--- src/hdl/card_and_pin_access_check_assert.svh ---
// ----------------------------------------------------------------------------
// Assertion macros for the card and PIN access checker
// Shared shorthand for clocked checks, sampled on clk, off during reset.
// ----------------------------------------------------------------------------
`ifndef CARD_AND_PIN_ACCESS_CHECK_ASSERT_SVH
`define CARD_AND_PIN_ACCESS_CHECK_ASSERT_SVH

// Check that a condition holds at every clock edge out of reset
`define CPAC_CHECK(name, cond, msg) \
    name: assert property (@(posedge clk) disable iff (!rst_n) (cond)) \
        else $error(msg);

// Check that a trigger in one cycle is followed by a condition in the next
`define CPAC_CHECK_NEXT(name, trig, cond, msg) \
    name: assert property (@(posedge clk) disable iff (!rst_n) (trig) |=> (cond)) \
        else $error(msg);

`endif

--- src/hdl/cpac_pkg.sv ---
// ----------------------------------------------------------------------------
// cpac_pkg
// Types and constants shared by the card and PIN access checker modules.
// ----------------------------------------------------------------------------
package cpac_pkg;

    // Register and field widths
    localparam int ID_W      = 48;
    localparam int KEY_W     = 16;
    localparam int CFG_IDX_W = 3;
    localparam int BYTE_W    = 8;
    localparam int NIB_W     = 4;

    // Configuration register indexes
    localparam logic [CFG_IDX_W-1:0] REG_CARD_ID_A = 3'd0;
    localparam logic [CFG_IDX_W-1:0] REG_CARD_ID_B = 3'd1;
    localparam logic [CFG_IDX_W-1:0] REG_CARD_ID_C = 3'd2;
    localparam logic [CFG_IDX_W-1:0] REG_PASSKEY_A = 3'd3;
    localparam logic [CFG_IDX_W-1:0] REG_PASSKEY_B = 3'd4;
    localparam logic [CFG_IDX_W-1:0] REG_PASSKEY_C = 3'd5;

    // Register reset values
    localparam logic [ID_W-1:0]  CARD_ID_A_RST = 48'h254006A1498B;
    localparam logic [ID_W-1:0]  CARD_ID_B_RST = 48'h160066BD7AB7;
    localparam logic [ID_W-1:0]  CARD_ID_C_RST = 48'h160066203060;
    localparam logic [KEY_W-1:0] PASSKEY_A_RST = 16'h1704;
    localparam logic [KEY_W-1:0] PASSKEY_B_RST = 16'h4202;
    localparam logic [KEY_W-1:0] PASSKEY_C_RST = 16'h4203;

    // ASCII codes bounding the uppercase hex digits
    localparam logic [BYTE_W-1:0] ASCII_ZERO   = 8'h30;
    localparam logic [BYTE_W-1:0] ASCII_NINE   = 8'h39;
    localparam logic [BYTE_W-1:0] ASCII_UPPER_A = 8'h41;
    localparam logic [BYTE_W-1:0] ASCII_UPPER_F = 8'h46;

    // Input command codes
    localparam logic CMD_CARD = 1'b0;
    localparam logic CMD_KEY  = 1'b1;

    // Item class decided by the front end
    typedef enum logic [1:0] {
        KIND_CARD_HEX,
        KIND_CARD_OTHER,
        KIND_KEY
    } item_kind_t;

    // Classified word carried through the queue
    typedef struct packed {
        item_kind_t         kind;
        logic [NIB_W-1:0]   nib;
    } item_t;

    typedef enum logic [1:0] {
        OUT_GRANTED = 2'd0,
        OUT_WRONG   = 2'd1,
        OUT_UNKNOWN = 2'd2
    } outcome_t;

    typedef enum logic {
        PH_CARD,
        PH_KEYS
    } phase_t;

endpackage

--- src/hdl/cpac_front.sv ---
// ----------------------------------------------------------------------------
// cpac_front
// Classifies each incoming word: hex card byte with its digit value,
// other card byte, or key press with its code.
// ----------------------------------------------------------------------------
module cpac_front import cpac_pkg::*;
(
    input  logic                command,
    input  logic [BYTE_W-1:0]   card_byte,
    input  logic [NIB_W-1:0]    key_code,
    output item_t               item
);

    logic is_digit;
    logic is_letter;

    // Decode uppercase ASCII hex
    assign is_digit  = (card_byte >= ASCII_ZERO) && (card_byte <= ASCII_NINE);
    assign is_letter = (card_byte >= ASCII_UPPER_A) && (card_byte <= ASCII_UPPER_F);

    // Build the classified word
    always_comb
    begin
        item.kind = KIND_CARD_OTHER;
        item.nib  = '0;
        if (command == CMD_KEY)
        begin
            item.kind = KIND_KEY;
            item.nib  = key_code;
        end
        else if (is_digit)
        begin
            item.kind = KIND_CARD_HEX;
            item.nib  = card_byte[NIB_W-1:0];
        end
        else if (is_letter)
        begin
            item.kind = KIND_CARD_HEX;
            item.nib  = card_byte[NIB_W-1:0] + 4'd9;
        end
    end

endmodule

--- src/hdl/cpac_queue.sv ---
// ----------------------------------------------------------------------------
// cpac_queue
// Two-entry queue of classified words between front end and back end.
// ----------------------------------------------------------------------------
module cpac_queue import cpac_pkg::*;
(
    input  logic    clk,
    input  logic    rst_n,
    input  logic    push,
    input  item_t   push_item,
    output logic    full,
    input  logic    pop,
    output logic    not_empty,
    output item_t   head
);

    item_t          slot_reg [2];
    logic           wr_ptr_reg;
    logic           wr_ptr_next;
    logic           rd_ptr_reg;
    logic           rd_ptr_next;
    logic [1:0]     count_reg;
    logic [1:0]     count_next;

    assign full      = (count_reg == 2'd2);
    assign not_empty = (count_reg != 2'd0);
    assign head      = slot_reg[rd_ptr_reg];

    // Advance pointers and fill count
    always_comb
    begin
        wr_ptr_next = push ? ~wr_ptr_reg : wr_ptr_reg;
        rd_ptr_next = pop ? ~rd_ptr_reg : rd_ptr_reg;
        count_next  = count_reg;
        if (push && !pop)
        begin
            count_next = count_reg + 2'd1;
        end
        else if (pop && !push)
        begin
            count_next = count_reg - 2'd1;
        end
    end

    always_ff @(posedge clk or negedge rst_n)
    begin
        if (!rst_n)
        begin
            wr_ptr_reg <= 1'b0;
            rd_ptr_reg <= 1'b0;
            count_reg  <= 2'd0;
        end
        else
        begin
            wr_ptr_reg <= wr_ptr_next;
            rd_ptr_reg <= rd_ptr_next;
            count_reg  <= count_next;
        end
    end

    // Store the pushed word
    always_ff @(posedge clk)
    begin
        if (push)
        begin
            slot_reg[wr_ptr_reg] <= push_item;
        end
    end

endmodule

--- src/hdl/cpac_back.sv ---
// ----------------------------------------------------------------------------
// cpac_back
// Holds the card numbers and passkeys, steps the card and key phases one
// word per cycle unless an untaken result stalls it, and keeps the result word in an output register.
// ----------------------------------------------------------------------------
`include "card_and_pin_access_check_assert.svh"

module cpac_back import cpac_pkg::*;
#(
    parameter int ID_CHARS  = 12,
    parameter int PASS_KEYS = 4
)
(
    input  logic                    clk,
    input  logic                    rst_n,
    input  logic                    cfg_we,
    input  logic [CFG_IDX_W-1:0]    cfg_index,
    input  logic [ID_W-1:0]         cfg_data,
    input  logic                    q_valid,
    input  item_t                   q_item,
    output logic                    q_pop,
    output logic                    out_valid,
    input  logic                    out_ready,
    output outcome_t                out_outcome,
    output logic [1:0]              out_entry
);

    localparam int CNT_W  = (ID_CHARS > 1) ? $clog2(ID_CHARS) : 1;
    localparam int KCNT_W = (PASS_KEYS > 1) ? $clog2(PASS_KEYS) : 1;

    // Configuration registers
    logic [ID_W-1:0]        card_id_reg [3];
    logic [KEY_W-1:0]       passkey_reg [3];

    // Phase state and counters
    phase_t                 phase_reg;
    phase_t                 phase_next;
    logic [CNT_W-1:0]       char_cnt_reg;
    logic [CNT_W-1:0]       char_cnt_next;
    logic [2:0]             card_match_reg;
    logic [2:0]             card_match_next;
    logic [1:0]             entry_sel_reg;
    logic [1:0]             entry_sel_next;
    logic [KCNT_W-1:0]      key_cnt_reg;
    logic [KCNT_W-1:0]      key_cnt_next;
    logic                   key_ok_reg;
    logic                   key_ok_next;

    // Output register
    logic                   out_valid_reg;
    logic                   out_valid_next;
    outcome_t               outcome_reg;
    logic [1:0]             entry_reg;

    // Step decode
    logic [15:0][3:0]       id_nibs [3];
    logic [3:0][3:0]        pk_nibs;
    logic [3:0]             id_sel;
    logic [1:0]             key_sel;
    logic [2:0]             hit;
    logic [2:0]             cand;
    logic [1:0]             first_hit;
    logic                   last_char;
    logic                   last_key;
    logic                   key_hit;
    logic                   emit;
    outcome_t               emit_outcome;
    logic [1:0]             emit_entry;

    assign q_pop       = q_valid && (!out_valid_reg || out_ready);
    assign out_valid   = out_valid_reg;
    assign out_outcome = outcome_reg;
    assign out_entry   = entry_reg;

    // Pick the nibble under test in each register
    assign id_sel  = 4'(ID_CHARS - 1) - 4'(char_cnt_reg);
    assign key_sel = 2'(PASS_KEYS - 1) - 2'(key_cnt_reg);
    assign pk_nibs = passkey_reg[entry_sel_reg];

    always_comb
    begin
        for (int e = 0; e < 3; e++)
        begin
            id_nibs[e] = 64'(card_id_reg[e]);
            hit[e]     = (q_item.kind == KIND_CARD_HEX) && (q_item.nib == id_nibs[e][id_sel]);
        end
    end

    assign cand      = card_match_reg & hit;
    assign first_hit = cand[0] ? 2'd0 : (cand[1] ? 2'd1 : 2'd2);
    assign last_char = (char_cnt_reg == CNT_W'(ID_CHARS - 1));
    assign last_key  = (key_cnt_reg == KCNT_W'(PASS_KEYS - 1));
    assign key_hit   = (q_item.nib == pk_nibs[key_sel]);

    // Write configuration registers
    always_ff @(posedge clk or negedge rst_n)
    begin
        if (!rst_n)
        begin
            card_id_reg[0] <= CARD_ID_A_RST;
            card_id_reg[1] <= CARD_ID_B_RST;
            card_id_reg[2] <= CARD_ID_C_RST;
            passkey_reg[0] <= PASSKEY_A_RST;
            passkey_reg[1] <= PASSKEY_B_RST;
            passkey_reg[2] <= PASSKEY_C_RST;
        end
        else if (cfg_we)
        begin
            case (cfg_index)
                REG_CARD_ID_A: card_id_reg[0] <= cfg_data;
                REG_CARD_ID_B: card_id_reg[1] <= cfg_data;
                REG_CARD_ID_C: card_id_reg[2] <= cfg_data;
                REG_PASSKEY_A: passkey_reg[0] <= cfg_data[KEY_W-1:0];
                REG_PASSKEY_B: passkey_reg[1] <= cfg_data[KEY_W-1:0];
                REG_PASSKEY_C: passkey_reg[2] <= cfg_data[KEY_W-1:0];
                default: ;
            endcase
        end
    end

    // Next phase
    always_comb
    begin
        phase_next = phase_reg;
        if (q_pop)
        begin
            case (phase_reg)
                PH_CARD:
                begin
                    if (q_item.kind != KIND_KEY && last_char && cand != 3'd0)
                    begin
                        phase_next = PH_KEYS;
                    end
                end
                PH_KEYS:
                begin
                    if (q_item.kind == KIND_KEY && last_key)
                    begin
                        phase_next = PH_CARD;
                    end
                end
                default: phase_next = PH_CARD;
            endcase
        end
    end

    // Counters, match flags and result per phase
    always_comb
    begin
        char_cnt_next   = char_cnt_reg;
        card_match_next = card_match_reg;
        entry_sel_next  = entry_sel_reg;
        key_cnt_next    = key_cnt_reg;
        key_ok_next     = key_ok_reg;
        emit            = 1'b0;
        emit_outcome    = OUT_GRANTED;
        emit_entry      = 2'd0;
        if (q_pop)
        begin
            case (phase_reg)
                PH_CARD:
                begin
                    if (q_item.kind != KIND_KEY)
                    begin
                        if (last_char)
                        begin
                            char_cnt_next   = '0;
                            card_match_next = '1;
                            key_cnt_next    = '0;
                            key_ok_next     = 1'b1;
                            if (cand == 3'd0)
                            begin
                                emit         = 1'b1;
                                emit_outcome = OUT_UNKNOWN;
                            end
                            else
                            begin
                                entry_sel_next = first_hit;
                            end
                        end
                        else
                        begin
                            char_cnt_next   = char_cnt_reg + CNT_W'(1);
                            card_match_next = cand;
                        end
                    end
                end
                PH_KEYS:
                begin
                    if (q_item.kind == KIND_KEY)
                    begin
                        if (last_key)
                        begin
                            emit         = 1'b1;
                            emit_outcome = (key_ok_reg && key_hit) ? OUT_GRANTED : OUT_WRONG;
                            emit_entry   = entry_sel_reg;
                            key_cnt_next = '0;
                            key_ok_next  = 1'b1;
                        end
                        else
                        begin
                            key_cnt_next = key_cnt_reg + KCNT_W'(1);
                            key_ok_next  = key_ok_reg && key_hit;
                        end
                    end
                end
                default: ;
            endcase
        end
    end

    // Hold the result until taken
    always_comb
    begin
        out_valid_next = out_valid_reg;
        if (q_pop && emit)
        begin
            out_valid_next = 1'b1;
        end
        else if (out_ready)
        begin
            out_valid_next = 1'b0;
        end
    end

    always_ff @(posedge clk or negedge rst_n)
    begin
        if (!rst_n)
        begin
            phase_reg      <= PH_CARD;
            char_cnt_reg   <= '0;
            card_match_reg <= '1;
            entry_sel_reg  <= 2'd0;
            key_cnt_reg    <= '0;
            key_ok_reg     <= 1'b1;
            out_valid_reg  <= 1'b0;
        end
        else
        begin
            phase_reg      <= phase_next;
            char_cnt_reg   <= char_cnt_next;
            card_match_reg <= card_match_next;
            entry_sel_reg  <= entry_sel_next;
            key_cnt_reg    <= key_cnt_next;
            key_ok_reg     <= key_ok_next;
            out_valid_reg  <= out_valid_next;
        end
    end

    // Load the result word
    always_ff @(posedge clk)
    begin
        if (q_pop && emit)
        begin
            outcome_reg <= emit_outcome;
            entry_reg   <= emit_entry;
        end
    end

    `CPAC_CHECK(a_char_cnt_range, char_cnt_reg <= CNT_W'(ID_CHARS - 1), "card byte count out of range")
    `CPAC_CHECK(a_keys_clean_in_card, phase_reg == PH_KEYS || key_cnt_reg == '0, "key count set during card phase")
    `CPAC_CHECK(a_chars_clean_in_keys, phase_reg == PH_CARD || char_cnt_reg == '0, "card count set during key phase")
    `CPAC_CHECK(a_no_pop_on_stall, !(out_valid_reg && !out_ready && q_pop), "queue popped while result stalled")
    `CPAC_CHECK_NEXT(a_emit_shows, q_pop && emit, out_valid_reg, "result word lost")
    `CPAC_CHECK(a_unknown_entry_zero, !(out_valid_reg && outcome_reg == OUT_UNKNOWN) || entry_reg == 2'd0, "unknown card with nonzero entry")

endmodule

--- src/hdl/card_and_pin_access_check.sv ---
// ----------------------------------------------------------------------------
// card_and_pin_access_check
// Card plus passkey access checker. Card reader bytes and keypad key codes
// arrive as words on one input channel. After ID_CHARS card bytes the card
// is compared, as uppercase ASCII hex, with three configured card numbers,
// lowest entry first; no match gives an unknown card result. After a match
// PASS_KEYS key presses are compared with that entry's passkey and the block
// reports granted or wrong passkey. Keys during card entry and card bytes
// during key entry are dropped without a result. Throughput is one word per
// clock: the front end classifies each word into a two-entry queue and the
// back end matches one word per cycle against all three entries at once.
// A result is registered: the word that completes it passes through the queue
// and then sets the output register, where the result is held until taken;
// a stalled output stops the back end, and the queue keeps accepting until
// it is full. The user must write registers on the plain write port only
// while the block is idle; the block itself does not enforce it.
// ----------------------------------------------------------------------------
module card_and_pin_access_check import cpac_pkg::*;
#(
    parameter int ID_CHARS  = 12,
    parameter int PASS_KEYS = 4
)
(
    input  logic                    clk,
    input  logic                    rst_n,
    input  logic                    cfg_we,
    input  logic [CFG_IDX_W-1:0]    cfg_index,
    input  logic [ID_W-1:0]         cfg_data,
    input  logic                    in_valid,
    output logic                    in_ready,
    input  logic                    command,
    input  logic [BYTE_W-1:0]       card_byte,
    input  logic [NIB_W-1:0]        key_code,
    output logic                    out_valid,
    input  logic                    out_ready,
    output logic [1:0]              outcome,
    output logic [1:0]              entry
);

    item_t      front_item;
    item_t      head_item;
    logic       q_full;
    logic       q_not_empty;
    logic       q_pop;
    outcome_t   back_outcome;

    assign in_ready = !q_full;
    assign outcome  = back_outcome;

    // Classify incoming words
    cpac_front u_front
    (
        .command    (command),
        .card_byte  (card_byte),
        .key_code   (key_code),
        .item       (front_item)
    );

    // Decouple front and back
    cpac_queue u_queue
    (
        .clk        (clk),
        .rst_n      (rst_n),
        .push       (in_valid && !q_full),
        .push_item  (front_item),
        .full       (q_full),
        .pop        (q_pop),
        .not_empty  (q_not_empty),
        .head       (head_item)
    );

    // Match and report
    cpac_back #(
        .ID_CHARS   (ID_CHARS),
        .PASS_KEYS  (PASS_KEYS)
    ) u_back
    (
        .clk         (clk),
        .rst_n       (rst_n),
        .cfg_we      (cfg_we),
        .cfg_index   (cfg_index),
        .cfg_data    (cfg_data),
        .q_valid     (q_not_empty),
        .q_item      (head_item),
        .q_pop       (q_pop),
        .out_valid   (out_valid),
        .out_ready   (out_ready),
        .out_outcome (back_outcome),
        .out_entry   (entry)
    );

endmodule
--- config.mk ---
export PLATFORM = sky130hd
export DESIGN_NAME = card_and_pin_access_check
export DESIGN_NICKNAME = d
export VERILOG_FILES = /design/src/hdl/cpac_pkg.sv /design/src/hdl/cpac_front.sv /design/src/hdl/cpac_queue.sv /design/src/hdl/cpac_back.sv /design/src/hdl/card_and_pin_access_check.sv
export VERILOG_INCLUDE_DIRS = /design/src /design/src/hdl
export SDC_FILE = /design/constraint.sdc
export NUM_CORES = 1
export LEC_CHECK = 0
export ABC_CLOCK_PERIOD_IN_PS = 7200
export BUFFER_PORTS_ARGS = -buffer_cell sky130_fd_sc_hd__buf_2
export CAP_MARGIN = 20
export CORE_ASPECT_RATIO = 1.5
export CORE_MARGIN = 2
export CORE_UTILIZATION = 50
export CTS_CLUSTER_SIZE = 16
export DETAILED_ROUTE_END_ITERATION = 10
export GPL_TIMING_DRIVEN = 1
export HOLD_SLACK_MARGIN = 0.08
export PLACE_DENSITY = 0.68
export SYNTH_ARGS = -nofsm -noshare
export SYNTH_HDL_FRONTEND = slang
export SYNTH_HIERARCHICAL = 1
export SYNTH_SLANG_ARGS = --single-unit
--- constraint.sdc ---
create_clock -name clk -period 7.2 [get_ports clk]
set_input_delay 0 -clock clk [delete_from_list [all_inputs] [get_ports clk]]
set_output_delay 0 -clock clk [all_outputs]
set_load 0.1 [all_outputs]
==> results.txt <==
largest cells by area after synthesis: dfrtp_1 33%, mux2_2 20%, dfstp_2 16%, mux4_2 5.8%, edfxtp_1 4.4%
diode count: 0
Gate power share: 0.330
drt drc: 0
max FFs per register: 144
Hold Vio Cnt, Final: 0
Min Hold Slack: 114.2 ps
Leakage: 0.005298 uW
share of cells above drive strength 1: 0.4954
critical-path cell list: inv_1, ha_1, clkinv_1, mux2i_1, mux2_2, o311ai_1, nor4_4, o31ai_1
Sw Ratio: 0.3173
max frequency: 200.6 MHz
hpwl dp: 17.01 mm
setup slack, reg-to-reg: 2220 ps
Core ar.: 21550 sq um
Slew @ Worst Pin: 942.1 ps
CTS tree: yes
routed len/inst: 21.44 um
skew final: 9.848 ps
top cells by count, synth: 195 x mux2_2, 142 x dfrtp_1, 68 x dfstp_2
clock transition at the registers of the reported paths: 70 ps
final setup violation count: 0
die height: 184.7 um
CP Class: reg2reg
initial antenna violation count: 0
vias in the first global route: 7173
Largest stage delay, worst path: 1020 ps
Mapped Avg Cell Area: 15.04 sq um
FILL cells: 1651
Pint: 3128 uW
final setup TNS: 0 ps
Reg2Reg Depth: 8
post-synthesis cell count: 724
max_slew headroom: 0.3719
DR vias: 6564
Setup crit end: u_back/out_outcome[0]$_SDFFCE_PN0P_
part of the power in registers: 0.404
post-CTS setup buffer count: 0
Clock Latency Late Sink: 500 ps
initial drt markers: 315
Net Sw Power: 1454 uW
area leader, netlist: dfrtp_1
most frequent cell after synthesis: mux2_2
syn nets: 800
Bufs and invs on worst path: 2
Top Family by Delay on Critical Path: buffers and inverters
Die ar.: 23000 sq um
CTS max path bufs: 3
antenna viol nets, final: 0
VDD IR max: 0.2418 mV
EDFF count, synth: 16
status: finished clean
Port Buffers: 74
element type at the critical path end: register
number of gates resized after CTS: 0
Req. time, crit path: 7330 ps
synth warn: 6
Starting Density: 0.5052
post-DR vias/cell: 5.758
htree depth: 1
share of the synthesized area in the top cell type: 0.3264
global-route wire length before repair: 39.10 mm
sequential element share of the synthesized area: 0.5346
Worst EP arrival: 5120 ps
Final nets: 928
period utilization: 0.6923
synthesized cell area: 10890 sq um
clk sinks: 226
Worst R2R End: u_back/out_outcome[0]$_SDFFCE_PN0P_
largest net degree at the start of global routing: 104
GPL Wtd Cong: 0.8850
clock share of power: 0.266
Startpoint Class: register
clock root buffer: clkbuf_16
CP Depth: 8
R2R Path Start: u_back/char_cnt_reg[2]$_DFFE_PN0P_
Routed Wire Length: 24.45 mm
final instance area: 12850 sq um
asr flop ratio synth: 0.9292
Yosys reg bits: 226
worst min-delay path class: in2reg
die width: 124.5 um
Congestion Overflow GR: 0
Critical-path top delay cell: ha_1
critical path peak fanout: 23
DR pass1 iterations: 5
IO Count: 75
hold_buf cts: 60
post-synthesis cell type count: 70
Max Slew Vio Count: 0
RSZ-0062 raised after global routing: false
Post-DP Area: 11430 sq um
power density over the cells: 356.6 nW/um^2
crit path from: u_back/char_cnt_reg[2]$_DFFE_PN0P_
minimum clock period: 4984 ps
Core Rows: 66
Area Growth Syn to Fin: 18.01%
most used flip-flop cell after synthesis: dfrtp_1
CTS buffer count: 23
total of max-cap violations: 0
total track usage: 0.2141
power groups by stage:
stage	clock (uW)	sequential [uW]	combinational (uW)
4_1_cts	1250	1850	1520
3_5_place_dp	0	1870	1490
2_1_floorplan	0	1800	1190
6_report	1220	1850	1510
3_3_place_gp	0	1850	1450
5_1_grt	1310	1890	1620
tightest hold or removal path, stage by stage:
cell and delay, ps:
buf_2 120, inv_1 100, xnor2_1 120, o21ai_1 80
placed cells by master, fill, tap and decap left out, types with 6 or more instances in the layout:
master / netlist / routed
a21oi_1: 8 / 8
and3_1: 6 / 6
buf_2: 3 / 73
buf_4: 2 / 7
clkbuf_16: 0 / 23
dfrtp_1: 142 / 141
dfstp_2: 68 / 68
dlygate4sd3_1: 0 / 62
edfxtp_1: 16 / 16
ha_1: 7 / 7
inv_1: 10 / 10
mux2_1: 6 / 6
mux2_2: 195 / 195
mux2i_1: 19 / 19
mux4_1: 18 / 18
mux4_2: 28 / 28
nand2_1: 26 / 26
nand3_1: 12 / 12
nor2_1: 13 / 12
nor2b_1: 9 / 9
o21ai_0: 11 / 11
xnor2_1: 12 / 12
per-layer routing:
layer	track usage	routed length, um	up-vias
met5	0	0	-
met4	0.07640	816	0
met3	0.02583	854	48
met2	0.3965	13150	141
met1	0.2569	9621	3418
li1	-	-	2957
area by class of cell:
cell class	count	area [sq um]	share of cell area
Clock inverter	11	140.1	0.01091
Inverter	11	41.29	0.003214
Tap cell	272	340.3	0.02649
Sequential cell	226	5822	0.4531
Timing Repair Buffer	144	1064	0.08277
Clock buffer	30	641.9	0.04996
Multi-Input combinational cell	446	4800	0.3736
how the worst min path moves through the flow:
| stage | depth (start not counted) | end | start |
|---|---|---|---|
| 3_3_place_gp | 1 | u_back/passkey_reg[38]$_DFFE_PN0P_ | rst_n |
| 6_report | 4 | u_queue/slot_reg[0][0]$_DFFE_PP_ | card_byte[0] |
| 4_1_cts | 3 | u_back/passkey_reg[24]$_DFFE_PN0P_ | cfg_index[1] |
| 2_1_floorplan | 0 | u_back/card_id_reg[0]$_DFFE_PN0P_ | rst_n |
| 3_5_place_dp | 1 | u_back/passkey_reg[6]$_DFFE_PN0P_ | rst_n |
| 5_1_grt | 4 | u_queue/slot_reg[0][0]$_DFFE_PP_ | card_byte[0] |
kinds of logic after synthesis:
logic type,share of synthesized area
buffers and inverters,0.02632
XOR/XNOR,0.01367
adder cells (fa/ha/maj),0.008044
AND/OR/NAND/NOR,0.05344
flip-flops,0.5346
AO/OA/AOI/OAI,0.03724
multiplexers,0.3267
metrics by stage:
stage	utilization	cells	setup WS, ps	power [uW]
floorplan	-	724	3793	2991
global placement	0.5305	1036	2518	3298
detailed placement	0.5305	1036	2269	3362
CTS	0.5947	1137	2250	4624
global route	0.5961	1140	1836	4819
finish	0.5961	1140	2216	4581
No activity file was read; power rests on OpenSTA's default activity.
